`config.mk`:
```
export PLATFORM = sky130hd
export DESIGN_NAME = ertc_mac
export DESIGN_NICKNAME = d
export VERILOG_FILES = /design/src/rtl/core/ertc_pkg.sv /design/src/rtl/core/ertc_mac.sv
export SDC_FILE = /design/constraint.sdc
export NUM_CORES = 1
export LEC_CHECK = 0
export BUFFER_PORTS_ARGS = -buffer_cell sky130_fd_sc_hd__buf_2
export CAP_MARGIN = 20
export CORE_UTILIZATION = 50
export CTS_CLUSTER_DIAMETER = 80
export DETAILED_ROUTE_END_ITERATION = 8
export GPL_ROUTABILITY_DRIVEN = 0
export HOLD_SLACK_MARGIN = 0.06
export PLACE_DENSITY = 0.73
export SLEW_MARGIN = 20
export SYNTH_ARGS = -nofsm -noshare
export SYNTH_HDL_FRONTEND = slang
export SYNTH_SLANG_ARGS = --single-unit
```
`constraint.sdc`:
```
create_clock -name clk -period 9.1 [get_ports clk]
set_input_delay 0.455 -clock clk [delete_from_list [all_inputs] [get_ports clk]]
set_output_delay 0.455 -clock clk [all_outputs]
set_load 0.01 [all_outputs]
```
`src/rtl/core/ertc_pkg.sv`:
```
`default_nettype none
// ----------------------------------------------------------------------------
// ertc_pkg
// Shared types and constants of the EWMA RTT table with centdian score.
// ----------------------------------------------------------------------------
package ertc_pkg;

	localparam int WEIGHT_W  = 16;
	localparam int CFG_IDX_W = 2;
	localparam int CFG_DAT_W = 16;

	localparam logic [CFG_IDX_W-1:0] CFG_SMOOTHING = 2'd0;
	localparam logic [CFG_IDX_W-1:0] CFG_CENTER    = 2'd1;

	localparam logic [WEIGHT_W-1:0] SMOOTHING_RST = 16'd57344;
	localparam logic [WEIGHT_W-1:0] CENTER_RST    = 16'd32768;

	localparam logic REQ_UPDATE = 1'b0;
	localparam logic REQ_QUERY  = 1'b1;

	localparam logic [WEIGHT_W:0] ONE_Q16 = 17'h10000;

	// control of the shared multiply-accumulate unit
	typedef struct packed {
		logic en;   // take a product this cycle
		logic clr;  // product starts a new sum
	} mac_op_t;

endpackage
`default_nettype wire

```
`src/rtl/core/ertc_mac.sv`:
```
`default_nettype none
// ----------------------------------------------------------------------------
// ertc_mac
// Shared Q1.16 weight times RTT multiplier with accumulator; the product is registered before it is accumulated.
// ----------------------------------------------------------------------------
module ertc_mac #(
	parameter int RTT_BITS = 32
) (
	input  wire logic                   clk,
	input  wire logic                   arst_n,
	input  wire ertc_pkg::mac_op_t      op,
	input  wire logic [16:0]            wgt,
	input  wire logic [RTT_BITS-1:0]    val,
	output logic      [RTT_BITS+16:0]   acc_q
);

	ertc_pkg::mac_op_t      op_s1;
	logic [RTT_BITS+16:0]   prod_s1;

	always_ff @(posedge clk or negedge arst_n) begin
		if (!arst_n) begin
			op_s1 <= '0;
		end else begin
			op_s1 <= op;
		end
	end

	always_ff @(posedge clk) begin
		prod_s1 <= (RTT_BITS+17)'(wgt) * (RTT_BITS+17)'(val);
		if (op_s1.en) begin
			acc_q <= (op_s1.clr ? '0 : acc_q) + prod_s1;
		end
	end

endmodule
`default_nettype wire

```
==> impl_results.rst <==
.. list-table::
   :header-rows: 1

   * - Metric
     - Value
   * - Largest delay contributor family on the critical path
     - adder cells
   * - Number of vias after detailed routing
     - 17400
   * - Total overflow reported by the global router
     - 0
   * - Starting density of the core
     - between 50% and 60%
   * - Cell type with the highest aggregate area in the netlist
     - sky130_fd_sc_hd__fa_1
   * - Final Hold Vio Count
     - 0
   * - Number of optimization iterations in the first detailed-route pass
     - 8
   * - Setup Crit Path Kind
     - in2reg
   * - Antenna violations before repair
     - 2
   * - Max Clock Skew
     - 0.0121 ns
   * - Mean routed wirelength per cell
     - 17.7 um
   * - Hold Crit Class
     - in2reg
   * - Worst reg-to-reg setup slack
     - 5.14 ns
   * - Commonest non-fill, non-tap cell in the layout
     - sky130_fd_sc_hd__inv_1
   * - Worst path buffer plus inverter count
     - 4
   * - DR iter-0 viols
     - 1283
   * - Post-route worst hold slack
     - 0.217 ns
   * - Number of synthesized flops with an enable pin
     - 49
   * - Insertion delay to the later sink of the worst-skew pair
     - 0.35 ns
   * - DIE AREA
     - 46300 um2
   * - Vias per inst
     - 5.48
   * - Share of cells above drive strength 1
     - ~5.3%
   * - Worst-case setup slack after placement
     - between 2 and 2.5 ns
   * - Tcrit/Tclk final
     - 74.5%
   * - Net count after synthesis
     - 3241
   * - Critical Path AT
     - 7.02 ns
   * - Startpoint Class
     - primary input
   * - Max Buffers Root-to-Sink
     - 2
   * - Clock Tree Root
     - sky130_fd_sc_hd__clkbuf_16
   * - Worst setup EP type
     - register
   * - Cell area after technology mapping
     - 22700 um2
   * - Placement Cell Area
     - 23600 um2
   * - Fmax
     - 0.147 GHz
   * - Sum of negative setup slack
     - 0 ns
   * - Number of buffers added by the clock tree synthesis step
     - 9
   * - Crit path cell chain
     - buf_2 > nand2_1 > fa_1 > inv_1 > fa_1 > fa_1 > fa_1 > fa_1 > inv_1 > fa_1 > inv_1 > ha_1 > nand2_1 > nor3_2 > nand4_1 > a211oi_2 > o2111ai_2 > a31oi_2 > a31o_1 > nor4b_1 > or3_1
   * - Total global routing track utilization
     - 25.3%
   * - Number of rows created at floorplan
     - 77
   * - Req. time, crit path
     - about 9.3 ns
   * - Clock-pin slew on the worst setup and hold paths
     - about 0.070 ns
   * - Final number of setup-violating endpoints
     - 0
   * - Top area cells in the synthesized netlist
     - sky130_fd_sc_hd__fa_1 40%, sky130_fd_sc_hd__ha_1 9.4%, sky130_fd_sc_hd__inv_1 9.2%, sky130_fd_sc_hd__edfxtp_1 6.5%, sky130_fd_sc_hd__nand2_1 6.4%
   * - HPWL reported at the end of detailed placement
     - around 44 mm
   * - Quantity of I/O buffers inserted on ports
     - ~100
   * - Synth Flop Type
     - sky130_fd_sc_hd__edfxtp_1
   * - Commonest non-fill, non-tap cells in the layout
     - 556 x sky130_fd_sc_hd__inv_1, 450 x sky130_fd_sc_hd__fa_1, 388 x sky130_fd_sc_hd__nand2_1, 220 x sky130_fd_sc_hd__and2_1, 171 x sky130_fd_sc_hd__ha_1
   * - Slew at the pin with the worst max-slew slack
     - approximately 0.84 ns
   * - PnR worst setup slack
     - 2.32 ns
   * - Depth of the worst register-to-register path
     - 14
   * - Maximum number of pins on one net before global-route repair
     - 50
   * - Most repeated library cell on the critical path
     - sky130_fd_sc_hd__fa_1
   * - TritonCTS clock tree
     - built
   * - Synthesis Warnings
     - 0
   * - Slowest stage delay, CP
     - 0.62 ns
   * - Cell depth of the worst setup path
     - 21
   * - Post-Layout Inst Area
     - 23900 um2
   * - Result of the run
     - finished clean
   * - Number of design rule violations left after detail routing
     - 0
   * - P&R area growth vs syn
     - 5.00%
   * - Post-route antenna net violation count
     - 0
   * - Die Width
     - around 220 um
   * - Global-route wire length before repair
     - 94.6 mm
   * - Reported max-cap violation count
     - 0
   * - Worst Path Max Fanout
     - 32
   * - Count of clock tree sinks
     - 100
   * - Number of distinct library cells after synthesis
     - ~70
   * - Final critical-path required period
     - 6.78 ns
   * - Ys async rst share
     - under 10%
   * - Number of ports placed on the die boundary
     - 102
   * - Unrepaired setup endpoints after global routing
     - no
   * - Synthesized flop and latch total
     - 100
   * - Cell with the biggest individual delay on the critical path
     - sky130_fd_sc_hd__buf_2
   * - Number of global-route vias before repair
     - 19100
   * - Hold depth
     - 1
   * - Post-Syn Area per Cell
     - 8.85 um2
   * - Number of cells produced by synthesis
     - 2567
   * - Total number of H-tree levels
     - 3
   * - Worst rel slew slack
     - 44.1%
   * - Post-synth top area share
     - 39.6%
   * - Detailed-route wire length
     - 56.2 mm
   * - Vert. Die Dim
     - 215 um
   * - Post-CTS setup buffer count
     - 0
   * - Sequential-to-total area share from yosys stat
     - approximately 11%
   * - Pins over their slew limit
     - 0
   * - Floorplan Core Area
     - 44500 um2
   * - Final #Nets
     - 3245
-- synthesized netlist by cell type, types with 49 or more instances --
master	n
sky130_fd_sc_hd__a21oi_1	94
sky130_fd_sc_hd__clkbuf_1	106
sky130_fd_sc_hd__nor2b_1	57
sky130_fd_sc_hd__nand2_1	388
sky130_fd_sc_hd__dfxtp_1	49
sky130_fd_sc_hd__edfxtp_1	49
sky130_fd_sc_hd__nor2_1	54
sky130_fd_sc_hd__and2_1	220
sky130_fd_sc_hd__inv_1	556
sky130_fd_sc_hd__fa_1	450
sky130_fd_sc_hd__ha_1	171
sky130_fd_sc_hd__xnor2_1	54
-- path summary, 6_finish.rpt --
kind	from	endpoint
worst max register to register	op_s1[0]	acc_q[46]
worst max-delay path	wgt[8]	prod_s1[47]
max in group asynchronous	arst_n	op_s1[1]
min in group asynchronous	arst_n	op_s1[0]
worst min register to register	prod_s1[0]	acc_q[0]
worst min-delay path	op[0]	op_s1[0]
-- worst register-to-register path, cell delays in order (launching register included) --
cell                        delay [ns]
sky130_fd_sc_hd__dfrtp_1          0.36
sky130_fd_sc_hd__buf_4            0.29
sky130_fd_sc_hd__nor2b_1          0.20
sky130_fd_sc_hd__ha_1             0.19
sky130_fd_sc_hd__inv_1            0.07
sky130_fd_sc_hd__fa_1             0.43
sky130_fd_sc_hd__nor2b_1          0.19
sky130_fd_sc_hd__o2111ai_1        0.20
sky130_fd_sc_hd__a31oi_1          0.28
sky130_fd_sc_hd__o21ai_1          0.16
sky130_fd_sc_hd__o41a_1           0.40
sky130_fd_sc_hd__o211ai_1         0.27
sky130_fd_sc_hd__o211ai_1         0.26
sky130_fd_sc_hd__o41ai_2          0.31
sky130_fd_sc_hd__xor2_1           0.11
-- repair_timing --
action                                 4_1_cts  5_1_grt
resized for setup                            0        0
endpoints found under the hold margin        2        0
hold buffers                                 1        0
-- routing by layer --
metal | wire length (um) | share of wire [%] | global-route usage [%] | vias to the layer above
li1 | - | - | - | 7792
met1 | 23800 | 42 | 34.0 | 8636
met2 | 25900 | 46 | 41.6 | 817
met3 | 5190 | 9.2 | 5.31 | 114
met4 | 1270 | 2.3 | 6.50 | 2
met5 | 13 | 0.023 | 0 | -
-- sequential cells by signal (all words and copies together) (netlist names) --
register and count:
op_s1 2, prod_s1 49, acc_q 49
-- logic make-up after synthesis --
kind of cell | synth area share, %
compound gates | 8.01
xor+xnor | 3.47
fa+ha+maj | 49.0
buf+inv | 11.1
flops | 11.0
simple gates | 17.4
-- cell type report --
class	count	area, um2
Timing Repair Buffer	103	523
Fill cell	4038	20600
Clock buffer	10	239
Inverter	556	2090
Antenna cell	1	2.50
Tap cell	592	741
Clock inverter	6	52.6
Multi-Input combinational cell	1801	17700
Sequential cell	100	2510
-- stage by stage --
stage | cells | utilization [%]
after floorplan | 2567 | -
after global placement | 3151 | 52.9
after detailed placement | 3151 | 52.9
after CTS | 3168 | 53.6
after global routing | 3169 | 53.6
final | 3169 | 53.6
Power is left out: the tool's default activity adds up to more than one toggle a clock period on the data nets, which glitch-free logic cannot reach.
